--- src/rtl/core/srp5_pkg.sv ---
package srp5_pkg;

   // default fraction bits of the angle word and depth of the work queue
   localparam int ANGLE_FRAC_BITS_DEF = 16;
   localparam int QUEUE_DEPTH_DEF     = 4;

   // number of stages in the evaluation pipe, output register included
   localparam int BACK_STAGES = 11;

   // 1/pi as unsigned Q0.32, pi as Q4.60
   localparam logic [31:0] INVPI_Q32 = 32'h517C_C1B7;
   localparam logic [63:0] PI_Q60    = 64'h3243_F6A8_885A_308D;

   // quintic coefficients, Q2.30
   localparam logic [22:0]        POLY_A = 23'd7894653;
   localparam logic signed [31:0] POLY_B = -32'sd177477835;
   localparam logic signed [31:0] POLY_C = 32'sd1073411097;

   // half an LSB of Q2.30 when a Q4.60 product is brought back to Q2.30
   localparam logic signed [63:0] ROUND_Q30 = 64'sd536870912;

   // coefficient plus rounding offset, both at Q4.60, folded into one addend
   localparam logic signed [63:0] T_BIAS = (64'(POLY_B) <<< 30) + ROUND_Q30;
   localparam logic signed [63:0] U_BIAS = (64'(POLY_C) <<< 30) + ROUND_Q30;

endpackage

--- src/rtl/core/srp5_front.sv ---
module srp5_front #(
   parameter int ANGLE_FRAC_BITS = srp5_pkg::ANGLE_FRAC_BITS_DEF,
   localparam int QW = 32 - ANGLE_FRAC_BITS,
   localparam int IW = QW + 33
) (
   input  logic               clock,
   input  logic               reset,
   input  logic               req_valid,
   output logic               req_ready,
   input  logic signed [31:0] req_angle,
   output logic               push_valid,
   input  logic               push_ready,
   output logic [IW-1:0]      push_data
);

   localparam int S = ANGLE_FRAC_BITS + 32;

   logic [2:0]    f_v_ff, f_v_in;
   logic          adv;

   logic          f1_neg_ff, f1_neg_in;
   logic [31:0]   f1_mag_ff, f1_mag_in;
   logic          f2_neg_ff;
   logic [31:0]   f2_mag_ff;
   logic [63:0]   f2_prod_ff, f2_prod_in;
   logic          f3_neg_ff;
   logic [31:0]   f3_mag_ff;
   logic [QW-1:0] f3_q_ff, f3_q_in;
   logic          round_up;

   // advance the whole front when its last stage is empty or drains
   assign adv       = !f_v_ff[2] || push_ready;
   assign req_ready = adv;
   assign f_v_in    = {f_v_ff[1:0], req_valid};

   // split off the sign and take the magnitude
   assign f1_neg_in = req_angle[31];
   assign f1_mag_in = req_angle[31] ? (~req_angle + 32'd1) : req_angle;

   // scale the magnitude by 1/pi
   assign f2_prod_in = 64'(f1_mag_ff) * 64'(srp5_pkg::INVPI_Q32);

   // round to nearest integer, ties to even
   assign round_up = f2_prod_ff[S-1] && ((|f2_prod_ff[S-2:0]) || f2_prod_ff[S]);
   assign f3_q_in  = f2_prod_ff[63:S] + QW'(round_up);

   always_ff @(posedge clock) begin
      if (reset) begin
         f_v_ff <= '0;
      end else if (adv) begin
         f_v_ff <= f_v_in;
      end
   end

   always_ff @(posedge clock) begin
      if (adv) begin
         f1_neg_ff  <= f1_neg_in;
         f1_mag_ff  <= f1_mag_in;
         f2_neg_ff  <= f1_neg_ff;
         f2_mag_ff  <= f1_mag_ff;
         f2_prod_ff <= f2_prod_in;
         f3_neg_ff  <= f2_neg_ff;
         f3_mag_ff  <= f2_mag_ff;
         f3_q_ff    <= f3_q_in;
      end
   end

   // hand the classified word to the queue
   assign push_valid = f_v_ff[2];
   assign push_data  = {f3_neg_ff, f3_mag_ff, f3_q_ff};

endmodule

--- config.mk ---
export PLATFORM = sky130hd
export DESIGN_NAME = srp5_front
export DESIGN_NICKNAME = d
export VERILOG_FILES = /design/src/rtl/core/srp5_pkg.sv /design/src/rtl/core/srp5_front.sv
export SDC_FILE = /design/constraint.sdc
export NUM_CORES = 1
export LEC_CHECK = 0
export BUFFER_PORTS_ARGS = -buffer_cell sky130_fd_sc_hd__buf_2
export CORE_AREA = 5 5 254 256
export CTS_CLUSTER_DIAMETER = 80
export DETAILED_ROUTE_END_ITERATION = 12
export DIE_AREA = 0 0 259 261
export RECOVER_POWER = 25
export SYNTH_ARGS = -nofsm -noshare
export SYNTH_HDL_FRONTEND = slang
export SYNTH_SLANG_ARGS = --single-unit
--- constraint.sdc ---
create_clock -name clock -period 10.2 [get_ports clock]
set_clock_uncertainty 0.15 [all_clocks]
set_input_delay 2.04 -clock clock [delete_from_list [all_inputs] [get_ports clock]]
set_output_delay 2.04 -clock clock [all_outputs]
set_load 0.02 [all_outputs]
Word-level counts from Yosys, hierarchy flattened
Index checks and enable logic that the tools add are counted.
{"block": "word_totals", "latchBits": 0, "ram_bits": 0, "regBits": 181, "elab_cells": 20, "memories": 0, "out_inout_bits": 51, "mem_bits_ro": 0}
{"block": "classes", "add_sub_neg": 2, "n_bitwise": 1, "muxes": 1, "n_shift": 0, "n_eq_ne": 0, "n_div": 0, "order_cmp": 0, "n_mul": 1, "n_reduce_logical": 5}
{"operator": "multiplier 32 x 31 -> 63 bit (second input constant)", "count": 1}
{"operator": "OR reduction 47 bit", "count": 1}
{"operator": "adder 32 x 1 -> 32 bit (second input constant)", "count": 1}
{"operator": "NOT 32 bit", "count": 1}
{"operator": "2-to-1 mux 31 bit", "count": 1}
{"operator": "adder 15 x 1 -> 16 bit", "count": 1}
{"operator": "logical OR 1 bit", "count": 2}
{"operator": "logical AND 1 bit", "count": 1}
{"operator": "zero test 1 bit", "count": 1}

Depth between registers and ports, before layout
{"block": "depth", "depth_word": 4, "depth_mapped": 24, "mapped_depth_nobuf": 23}

Worst setup path after synthesis
No wires, ideal clock.
{"block": "synth_timing", "path_type": "in2out", "from": "input port push_ready", "to": "output port req_ready", "slack_ps": 1494, "t_arrival_ps": 6516, "path_stages": 1, "t_required_ps": 8010, "cell_sequence": "nand2b_1"}
{"block": "synth_between", "elab_chain_len": 1}
{"element": "start, declared", "line": "srp5_front.sv:12", "rtl": "input logic push_ready,"}
{"element": "logical OR 1 bit", "line": "srp5_front.sv:32", "rtl": "assign adv = !f_v_ff[2] || push_ready;"}
{"element": "end, declared", "line": "srp5_front.sv:9", "rtl": "output logic req_ready,"}
No other way between the ends.

Worst setup path after layout
{"block": "layout_timing", "from": "register f1_mag_ff[15]", "to": "register f2_prod_ff[57] (data pin)"}
{"block": "layout_between", "elab_chain_len": 1}
{"element": "start, declared", "line": "srp5_front.sv:22", "rtl": "logic [31:0] f1_mag_ff, f1_mag_in;"}
{"element": "start signal, assigned", "line": "srp5_front.sv:58", "rtl": "f1_mag_ff <= f1_mag_in;"}
{"element": "multiplier 32 x 31 -> 63 bit", "line": "srp5_front.sv:41", "rtl": "assign f2_prod_in = 64'(f1_mag_ff) * 64'(srp5_pkg::INVPI_Q32);"}
{"element": "net f2_prod_in[57]", "line": "srp5_front.sv:25", "rtl": "logic [63:0] f2_prod_ff, f2_prod_in;"}
{"element": "end signal, assigned", "line": "srp5_front.sv:61", "rtl": "f2_prod_ff <= f2_prod_in;"}
{"element": "end, declared", "line": "srp5_front.sv:25"}
The timed path passes the listed nets, and every way through them passes these cells.
A chain may end at the register's enable or synchronous reset.

==> results.cfg <==
[run_status]
status = finished, violations left
violations = capacitance limit, slew limit

[timing]
tns_ns = 0
rsz0062_at_grt = no
maxSlewViolCount = 66
hold_viol_final = 0
period_needed_ns = 8.44
maxSlewHeadroom_pct = -115
period_share_pct = 82.8
fmax_mhz = 118
tightest_slew_ns = 3.23
setup_violations = 0

[worst_setup_path]
critPathCapture = f2_prod_ff[57]
rrSetupSlack_ns = 1.76
crit_path_end_kind = flip-flop
arrival_ns = 8.51
startpoint_type = flip-flop
slowest_stage = a2111oi_0
reg2reg_depth = 21
r2r_end = f2_prod_ff[57]
crit_fanout = 6
timing_worst_setup_path_type = flip-flop to flip-flop
crit_top_cell = fa_1
worst_path_largest_cell_delay_ns = 0.80
worstPathCellList = inv_1 -> fa_1 -> fa_1 -> fa_1 -> fa_1 -> inv_1 -> fa_1 -> fa_1 -> fa_1 -> inv_1 -> fa_1 -> inv_1 -> ha_1 -> nand2_1 -> nor2_1 -> nand2_1 -> a2111oi_0 -> nor3_1 -> o211ai_1 -> a31oi_1 -> xnor2_1
cp.required_ns = 10.27
r2r_start = f1_mag_ff[15]
critPathLaunch = f1_mag_ff[15]

[synthesis]
synth.area.mux_share_pct = 0.169
synthAdderAreaFrac_pct = 53.3
synthTopCellsByArea = fa_1 (34%), edfxtp_1 (22%), ha_1 (19%)
synth_seq_cells = 180
synth-seq-area-share_pct = 22.0
synth-xor-area-share_pct = 3.58
async_flop_share_pct = 0
synthFlopType = edfxtp_1
yosysWarnings = 0
synth_cells = 2191
avgSynthCellArea_um2 = 11.2
synth_top_family_by_area = adder cells
synth_compound_area_share_pct = 6.46
synth_top_area_share_pct = 34.3
synthSimpleGateAreaFrac_pct = 4.94
synth-edff-count = 177
syn_area_mm2 = 0.0245
synth_top_cell_by_area = fa_1
ys_types = 64
synthesis.nets = 3019

[cells_and_area]
antenna_cells = 0
fin_area_mm2 = 0.0265
fin_nets = 3103
final_cell_mix = inv_1 (595), fa_1 (420), ha_1 (372)
final_common_cell = inv_1
area_growth_pct = 8.29
drive_above_1_share_pct = 5.86

[cts]
clk_path_buf_depth = 2
cts_hold_buffers = 0
path_clk_slew_ns = 0.09
ctsHtreeMaxLevel = 4
cts_sinks = 180
ctsResizeCount = 0
post_cts_buffers = 0
cts_root_buf = clkbuf_16
clk_latency_ns = 0.48
cts_tree = done
cts_buffers = 17

[routing]
wl_per_cell_um = 19.3
wirelength_mm = 60.5
drc_errors = 0
vias = 15605
ant_nets = 0
firstDrtPassIters = 5
drt_iter0_markers = 838
via_per_inst = 4.98

[die]
initial_utilization_pct = 39.3
die_area_mm2 = 0.0676
coreArea_mm2 = 0.0623
die_h_um = 261
row_count = 92
die_x_um = 259
num_io_pins = 87

[global_route]
first_global_vias = 16994
use_met1_pct = 24.4
grt.total_usage_pct = 18.5
use_met3_pct = 3.20
grt_start_max_net_pins = 66
grtUsageMet2_pct = 31.8
antenna_found_initial = 0
grt_pass1_wl_mm = 95.0
grt_overflow = 0
busiest_layer = met2

[placed_design]
numPortBuffers = 86
hpwl_mm = 52.7
placed_area_mm2 = 0.0259
gp_congestion = 0.913

[worst_hold_path]
min_path_cells = 0
hold_class = flip-flop to flip-flop

[flow_run]
cap_violations = 1
-- critical path: cells and delay by family, from the launching register on --
kind / cells / cell delay (ns)
DFF: 1 / 0.67
buffers and inverters: 4 / 0.53
xor gates and xnor gates: 1 / 0.17
AOI/OAI and AO/OA: 3 / 1.45
and+or+nand+nor: 4 / 0.78
adders and majority gates: 9 / 4.45
-- final cells by class --
| type | count | area, µm² |
|---|---|---|
| multi-input cells | 1389 | 16800 |
| flip-flops and latches | 180 | 5380 |
| clock inverters | 15 | 185 |
| fillers | 6007 | 35800 |
| inverters | 595 | 2230 |
| clock buffers | 17 | 425 |
| repair buffers | 92 | 465 |
| well taps | 846 | 1060 |
-- Yosys cell counts, drive strengths merged (3+ instances only) --
cell type	instances
nand2	73
o21a	7
clkbuf	26
and2	7
a2111oi	3
inv	595
nor3b	3
fa	420
xnor2	68
a221oi	3
nor2b	6
o41ai	4
dfxtp	3
or2	4
o21bai	9
nand2b	7
nand4	17
a211oi	9
edfxtp	177
nand3	18
xor2	32
o21ai	65
or3	7
a31oi	13
nor3	19
mux2i	3
ha	372
a21boi	3
or4	6
o211ai	10
nor4	16
and3	6
and4	3
a21o	20
a21oi	79
nor2	45
o31ai	11
-- layer usage --
metal,up-vias,share of wire (%)
met2,278,50
li1,7211,-
met1,8049,43
met3,67,3.6
met4,0,2.5
met5,-,0
-- flip-flops by register name (all words and copies together), names as in the netlist --
signal      cells
f1_neg_ff       1
f3_neg_ff       1
f2_prod_ff     62
f_v_ff          3
f2_neg_ff       1
f3_mag_ff      32
f3_q_ff        16
f1_mag_ff      32
f2_mag_ff      32
-- through the flow --
step	setup WS [ns]	std cells	hold slack, ns	util (%)
after floorplan	1.49	2191	0.250	-
after global placement	1.78	3102	0.251	41.6
after detailed placement	1.78	3102	0.255	41.6
after CTS	1.75	3134	0.270	42.6
after global routing	1.20	3134	0.275	42.6
final	1.76	3134	0.264	42.6
-- worst min-delay path by stage --
| stage | start | endpoint | slack [ns] |
|---|---|---|---|
| 2_1_floorplan | f1_neg_ff | f2_neg_ff | 0.25 |
| 3_3_place_gp | f2_neg_ff | f3_neg_ff | 0.25 |
| 3_5_place_dp | f2_mag_ff[16] | f3_mag_ff[16] | 0.26 |
| 4_1_cts | f2_mag_ff[8] | f3_mag_ff[8] | 0.27 |
| 5_1_grt | f2_mag_ff[8] | f3_mag_ff[8] | 0.28 |
| 6_report | f2_mag_ff[16] | f3_mag_ff[16] | 0.26 |
-- kinds of logic (layout without fill, tap and decap cells) --
| logic type | Yosys count | in the layout |
|---|---|---|
| simple gates | 239 | 239 |
| compound gates | 254 | 254 |
| xor+xnor | 100 | 100 |
| mux | 4 | 4 |
| flops | 180 | 180 |
| fa+ha+maj | 792 | 792 |
| buf+inv | 622 | 719 |
Power is left out: the tool's default activity adds up to more than one toggle a clock period on the data nets, which glitch-free logic cannot reach.
