<file path="config.mk">
export PLATFORM = sky130hd
export DESIGN_NAME = srp5_queue
export DESIGN_NICKNAME = d
export VERILOG_FILES = /design/src/rtl/core/srp5_pkg.sv /design/src/rtl/core/srp5_queue.sv
export SDC_FILE = /design/constraint.sdc
export NUM_CORES = 1
export LEC_CHECK = 0
export BUFFER_PORTS_ARGS = -buffer_cell sky130_fd_sc_hd__clkbuf_2
export CAP_MARGIN = 15
export CORE_MARGIN = 1
export CORE_UTILIZATION = 52
export DETAILED_ROUTE_END_ITERATION = 10
export PLACE_DENSITY = 0.76
export SETUP_SLACK_MARGIN = 0.02
export SYNTH_ARGS = -nofsm -noshare
export SYNTH_HDL_FRONTEND = slang
export SYNTH_SLANG_ARGS = --single-unit
</file>
<file path="constraint.sdc">
create_clock -name clock -period 4.4 [get_ports clock]
set_input_delay 0.88 -clock clock [delete_from_list [all_inputs] [get_ports clock]]
set_output_delay 0.88 -clock clock [all_outputs]
set_load 0.1 [all_outputs]
</file>
<file path="src/rtl/core/srp5_pkg.sv">
package srp5_pkg;

   // default fraction bits of the angle word and depth of the work queue
   localparam int ANGLE_FRAC_BITS_DEF = 16;
   localparam int QUEUE_DEPTH_DEF     = 4;

   // number of stages in the evaluation pipe, output register included
   localparam int BACK_STAGES = 11;

   // 1/pi as unsigned Q0.32, pi as Q4.60
   localparam logic [31:0] INVPI_Q32 = 32'h517C_C1B7;
   localparam logic [63:0] PI_Q60    = 64'h3243_F6A8_885A_308D;

   // quintic coefficients, Q2.30
   localparam logic [22:0]        POLY_A = 23'd7894653;
   localparam logic signed [31:0] POLY_B = -32'sd177477835;
   localparam logic signed [31:0] POLY_C = 32'sd1073411097;

   // half an LSB of Q2.30 when a Q4.60 product is brought back to Q2.30
   localparam logic signed [63:0] ROUND_Q30 = 64'sd536870912;

   // coefficient plus rounding offset, both at Q4.60, folded into one addend
   localparam logic signed [63:0] T_BIAS = (64'(POLY_B) <<< 30) + ROUND_Q30;
   localparam logic signed [63:0] U_BIAS = (64'(POLY_C) <<< 30) + ROUND_Q30;

endpackage

</file>
<file path="src/rtl/core/srp5_queue.sv">
module srp5_queue #(
   parameter int DATA_W = 49,
   parameter int DEPTH  = srp5_pkg::QUEUE_DEPTH_DEF
) (
   input  logic              clock,
   input  logic              reset,
   input  logic              push_valid,
   output logic              push_ready,
   input  logic [DATA_W-1:0] push_data,
   output logic              pop_valid,
   input  logic              pop_ready,
   output logic [DATA_W-1:0] pop_data
);

   localparam int PTR_W = (DEPTH > 1) ? $clog2(DEPTH) : 1;
   localparam int CNT_W = $clog2(DEPTH + 1);

   logic [DATA_W-1:0] mem_ff [DEPTH];
   logic [PTR_W-1:0]  wr_ptr_ff, wr_ptr_in;
   logic [PTR_W-1:0]  rd_ptr_ff, rd_ptr_in;
   logic [CNT_W-1:0]  count_ff, count_in;
   logic              push, pop;

   // full and empty come from the registered count only
   assign push_ready = count_ff != CNT_W'(DEPTH);
   assign pop_valid  = count_ff != '0;
   assign pop_data   = mem_ff[rd_ptr_ff];

   assign push = push_valid && push_ready;
   assign pop  = pop_valid && pop_ready;

   // wrap the pointers at the depth
   assign wr_ptr_in = (wr_ptr_ff == PTR_W'(DEPTH - 1)) ? '0 : wr_ptr_ff + 1'b1;
   assign rd_ptr_in = (rd_ptr_ff == PTR_W'(DEPTH - 1)) ? '0 : rd_ptr_ff + 1'b1;

   always_comb begin
      count_in = count_ff;
      if (push && !pop) begin
         count_in = count_ff + 1'b1;
      end else if (pop && !push) begin
         count_in = count_ff - 1'b1;
      end
   end

   always_ff @(posedge clock) begin
      if (reset) begin
         wr_ptr_ff <= '0;
         rd_ptr_ff <= '0;
         count_ff  <= '0;
      end else begin
         count_ff <= count_in;
         if (push) begin
            wr_ptr_ff <= wr_ptr_in;
         end
         if (pop) begin
            rd_ptr_ff <= rd_ptr_in;
         end
      end
   end

   // store the pushed word
   always_ff @(posedge clock) begin
      if (push) begin
         mem_ff[wr_ptr_ff] <= push_data;
      end
   end

`ifndef SYNTHESIS
   a_count_bound: assert property (@(posedge clock) disable iff (reset)
      count_ff <= CNT_W'(DEPTH))
      else $error("queue count beyond depth");

   a_count_up: assert property (@(posedge clock) disable iff (reset)
      push && !pop |=> count_ff == CNT_W'($past(count_ff) + 1'b1))
      else $error("queue count missed a push");

   a_count_down: assert property (@(posedge clock) disable iff (reset)
      pop && !push |=> count_ff == CNT_W'($past(count_ff) - 1'b1))
      else $error("queue count missed a pop");
`endif

endmodule

</file>
## Yosys cells after proc, flatten, opt, wreduce, memory -nomap -nowiden

Memories as Yosys holds them, arrays and structs flattened. A register that Yosys moved wholly into a read port is not among the register bits.
Cells that the tools add are included.

| storage, ports and cells | value |
|---|---|
| memories kept | 1 |
| flip-flop bits (word level) | 7 |
| word-level logic and storage cells | 27 |
| bits in writable memories | 196 |

| cells by class | value |
|---|---|
| add/subtract/negate cells | 4 |
| equality and inequality tests | 3 |
| reduce and logical (&&, ||, !) cells | 8 |
| multiplexer cells | 8 |

Memory list:

| name | depth | bits a word | read ports | clocked after Yosys merged registers in | write ports | RTL line | RTL |
|---|---|---|---|---|---|---|---|
| mem_ff | 4 | 49 | 1 | 1 | 1 | srp5_queue.sv:18 | `logic [DATA_W-1:0] mem_ff [DEPTH];` |

Operators by type and width:

| kind | count |
|---|---|
| two-way mux 2 bit | 4 |
| two-way mux 3 bit | 2 |
| adder 2 x 1 -> 2 bit (second input constant) | 2 |
| == test 2 bit (second input constant) | 2 |
| logical AND 1 bit | 4 |
| adder 3 x 1 -> 3 bit (second input constant) | 1 |
| inequality test 3 bit (second input constant) | 1 |
| nonzero test 3 bit | 1 |
| subtractor 3 x 1 -> 3 bit (second input constant) | 1 |
| logical NOT 1 bit | 2 |
| two-way mux 1 bit | 2 |
| nonzero test 2 bit | 1 |

## Longest topological paths before layout

| depth | value |
|---|---|
| depth in word-level cells | 6 |
| gate-level depth with buffers | 9 |

## Worst setup path before layout

OpenSTA, ideal clock, no wires.

| timing | value |
|---|---|
| path type | input to register |
| start point | input port pop_ready |
| end point | register count_ff[2] |
| stages | 7 |
| library setup time | 70 ps |
| data arrival time | 2352 ps |
| path slack | 1977 ps |
| data required time | 4330 ps |
| path through | o31ai_1 > ha_1 > inv_1 > fa_1 > xor2_1 > or3_2 > a21oi_1 |

| between the ends | value |
|---|---|
| cells in the longest elaborated chain, start to end | 4 |
| elaborated cells on any way between the ends | 6 |
| classes of those cells | mux (1); reduce/logical (5) |

Ends and longest elaborated chain:

| what | RTL line | RTL |
|---|---|---|
| start: declaration | srp5_queue.sv:11 | `input logic pop_ready,` |
| logical AND 1 bit (*) | srp5_queue.sv:30 | `assign pop = pop_valid && pop_ready;` |
| logical NOT 1 bit | srp5_queue.sv:38 | `if (push && !pop) begin` |
| logical AND 1 bit | srp5_queue.sv:38 |  |
| two-way mux 3 bit or nonzero test 2 bit (tied branches) | n/a |  |
| end signal: assignment | srp5_queue.sv:51 | `count_ff <= count_in;` |
| end: declaration | srp5_queue.sv:21 | `logic [CNT_W-1:0] count_ff, count_in;` |

Every way passes the cells marked *; elsewhere a longest branch is shown, timed or not.
A chain may end at the register's enable or synchronous reset.

==> out/metrics.csv <==
stage;metric;value;unit
status;result of the run;finished clean;
detailed_routing;via density per instance;5.62;
detailed_routing;detailed-route DRC error count;0;
layout;total number of nets in the final design;483;
critical_path;type of the worst setup path;flop to output pin;
synth;count of different cell masters after synthesis;27;
synth;cell types with the largest area share after synthesis;sky130_fd_sc_hd__edfxtp_1, sky130_fd_sc_hd__mux4_2, sky130_fd_sc_hd__dfxtp_1;
timing;final critical-path required period;3.45;ns
floorplan;effective utilization at floorplan;53.8;%
detailed_routing;count of nets left with antenna violations after detail routing;0;
timing;transition time at the pin with the least slew margin;1.01;ns
layout;diode count;0;
clock_network;post-cts gate resize count;0;
clock_network;Worst-Skew Late Latency;0.48;ns
detailed_routing;average wire length per cell after detail routing;20.7;um
power;maximum resistive drop on vdd;543;uV
timing;headroom to the max-slew limit;32.5;%
floorplan;count of pins on the block boundary;104;
global_route;global-route wire length before repair;19700;um
power;P per Cell Area;714;nW/um^2
synth;number of synthesized flops with an enable pin;196;
detailed_routing;number of detailed-routing iterations run before antenna repair;4;
detailed_routing;DRC violation total after the first TritonRoute iteration;213;
clock_network;number of levels in the clock H-tree;1;
clock_network;post-CTS setup-driven buffer insertion count;0;
layout;most frequent cells in the layout;sky130_fd_sc_hd__edfxtp_1, sky130_fd_sc_hd__clkbuf_2, sky130_fd_sc_hd__mux4_2, sky130_fd_sc_hd__clkbuf_16;
global_route;all-layer global routing usage;17.9;%
critical_path;category of the worst setup path launch point;flop;
clock_network;number of buffers on the longest clock path;3;
synth;netlist area before placement;7550;um^2
detailed_routing;total routed wirelength;12700;um
timing;clock skew after layout;0.0118;ns
place;final weighted congestion in routability-driven placement;0.736;
timing;fmax;0.290;GHz
clock_network;total clock buffers created by CTS;20;
global_route;grt ovf;0;
clock_network;register clock-pin slew on the reported worst setup and hold paths;0.06;ns
timing;Final Cycle Share;78.5;%
layout;footprint of the flip-flops and latches;6070;um^2
layout;post-synthesis to final-layout area growth;17.9;%
critical_path;worst setup slack for register-to-register paths;1.74;ns
synth;flop and latch count out of synthesis;205;
synth;Async S/R FF share, synth;0;%
layout;Finished Core Util;63.4;%
synth;post-synth top area share;77.9;%
global_route;via count of the first global-routing pass;3710;
clock_network;clock root buffer master;sky130_fd_sc_hd__clkbuf_16;
layout;fraction of final layout cells with drive strength greater than 1;45.4;%
global_route;maximum number of pins on one net before global-route repair;50;
timing;total count of hold-check failures in the final report;0;
clock_network;TritonCTS clock tree;built;
floorplan;area of the die;15000;um^2
timing;Total Negative Setup Slacks;0;ns
timing;max-slew violation total from the final report;0;
critical_path;Data arrival, critical path;2.57;ns
layout;leading cell type in the layout, fill and taps excluded;sky130_fd_sc_hd__edfxtp_1;
synth;Post-Synthesis Net Count;364;
job;Max Cap Violations;0;
synth;synth warn;0;
timing;setup repair after global routing missed its margin;false;
layout;count of filler cells inserted in the layout;949;
floorplan;die outline width;123;um
place;total half-perimeter wirelength after legalization and detailed placement;7920;um
place;number of I/O port buffers;103;
worst_hold_path;number of cells traversed by the worst hold path;2;
floorplan;standard-cell rows;43;
synth;predominant post-synthesis flop cell;sky130_fd_sc_hd__edfxtp_1;
worst_hold_path;Min-Delay Path Class;flop to flop;
power;leakage power;0.00306;uW
critical_path;number of cells on the worst reg-to-reg path;7;
synth;gate count of the mapped netlist;304;
critical_path;highest fanout seen on the critical path;49;
floorplan;y dimension of the die;123;um
clock_network;CTS Hold Bufs;0;
synth;post-synthesis cell type with the largest combined area;sky130_fd_sc_hd__edfxtp_1;
synth;sequential area share after synthesis;80.3;%
layout;multi-input gate area in the final layout;1390;um^2
detailed_routing;total vias in the final route;3459;
synth;synthesized area per cell;24.8;um^2
critical_path;CP required;3.52;ns
global_route;number of antenna violations at the first check in global routing;1;
clock_network;Clock Sink Count;205;
timing;count of endpoints failing setup in the final report;0;
floorplan;Placeable Area;14000;um^2
critical_path;endpoint type of the worst setup path;output pin;
[cell usage after synthesis, types with 2 or more instances]
cell	n
sky130_fd_sc_hd__buf_1	3
sky130_fd_sc_hd__inv_1	3
sky130_fd_sc_hd__buf_2	3
sky130_fd_sc_hd__a21oi_1	2
sky130_fd_sc_hd__and3_2	4
sky130_fd_sc_hd__xor2_1	2
sky130_fd_sc_hd__buf_6	3
sky130_fd_sc_hd__mux2i_1	3
sky130_fd_sc_hd__dfxtp_1	9
sky130_fd_sc_hd__mux4_2	49
sky130_fd_sc_hd__or3_2	2
sky130_fd_sc_hd__nand2b_1	2
sky130_fd_sc_hd__ha_1	6
sky130_fd_sc_hd__nor2_1	3
sky130_fd_sc_hd__buf_4	3
sky130_fd_sc_hd__edfxtp_1	196
[through the flow]
stage	setup slack, ns	area, um^2	hold slack, ns	total power [uW]	instances
CTS	0.890	8900	0.499	6420	616
detailed placement	1.39	8260	0.489	4770	581
floorplan	1.98	7550	0.463	4430	304
finish	0.946	8900	0.499	6350	616
global placement	1.39	8260	0.464	4740	581
global route	0.758	8900	0.538	6590	616
[worst paths after layout]
kind,start,to
min reg2reg,rd_ptr_ff[0],flop
min,rd_ptr_ff[0],flop
max reg2reg,count_ff[0],count_ff[2]
max,flop,pop_data[0]
[per-layer routing]
metal	GRT usage [%]	wire length, um
met5	0	12
met4	4.34	187
met3	5.62	979
met2	30.3	6470
met1	22.5	5100
[report_power, final]
| group | internal, uW | switching, uW | total, uW | leakage [uW] |
|---|---|---|---|---|
| registers | 2370 | 144 | 2510 | 0.00187 |
| clock network | 987 | 659 | 1650 | 0.000315 |
| logic | 464 | 1730 | 2200 | 0.000874 |
[worst max-delay path: stages (launching register included)]
cell,delay [ns]
sky130_fd_sc_hd__dfxtp_4,1.01
sky130_fd_sc_hd__mux4_2,0.65
sky130_fd_sc_hd__clkbuf_2,0.39
[kinds of logic (layout without fill, tap and decap cells)]
family / Yosys count / after routing / synth area share (%)
flip-flops: 205 / 205 / 80.3
multiplexers: 52 / 52 / 15.0
AND/OR/NAND/NOR: 17 / 17 / 1.41
buffers and inverters: 16 / 148 / 1.29
adder cells (fa/ha/maj): 7 / 7 / 1.26
AO/OA/AOI/OAI: 5 / 5 / 0.464
XOR/XNOR: 2 / 2 / 0.232
[state kept, by name, indices dropped and copies added, names as in the netlist, named ones only]
name / flops
count_ff: 3
rd_ptr_ff: 2
wr_ptr_ff: 2
mem_ff: 196
[final cells by class]
cell class                      instances  area share, %
Sequential cell                       205           68.2
Clock inverter                         10           1.12
Inverter                                3          0.126
Multi-Input combinational cell         83           15.6
Tap cell                              180           2.53
Clock buffer                           25           6.07
Timing Repair Buffer                  110           6.38
Note: power is estimated with default switching activity, not from simulation.
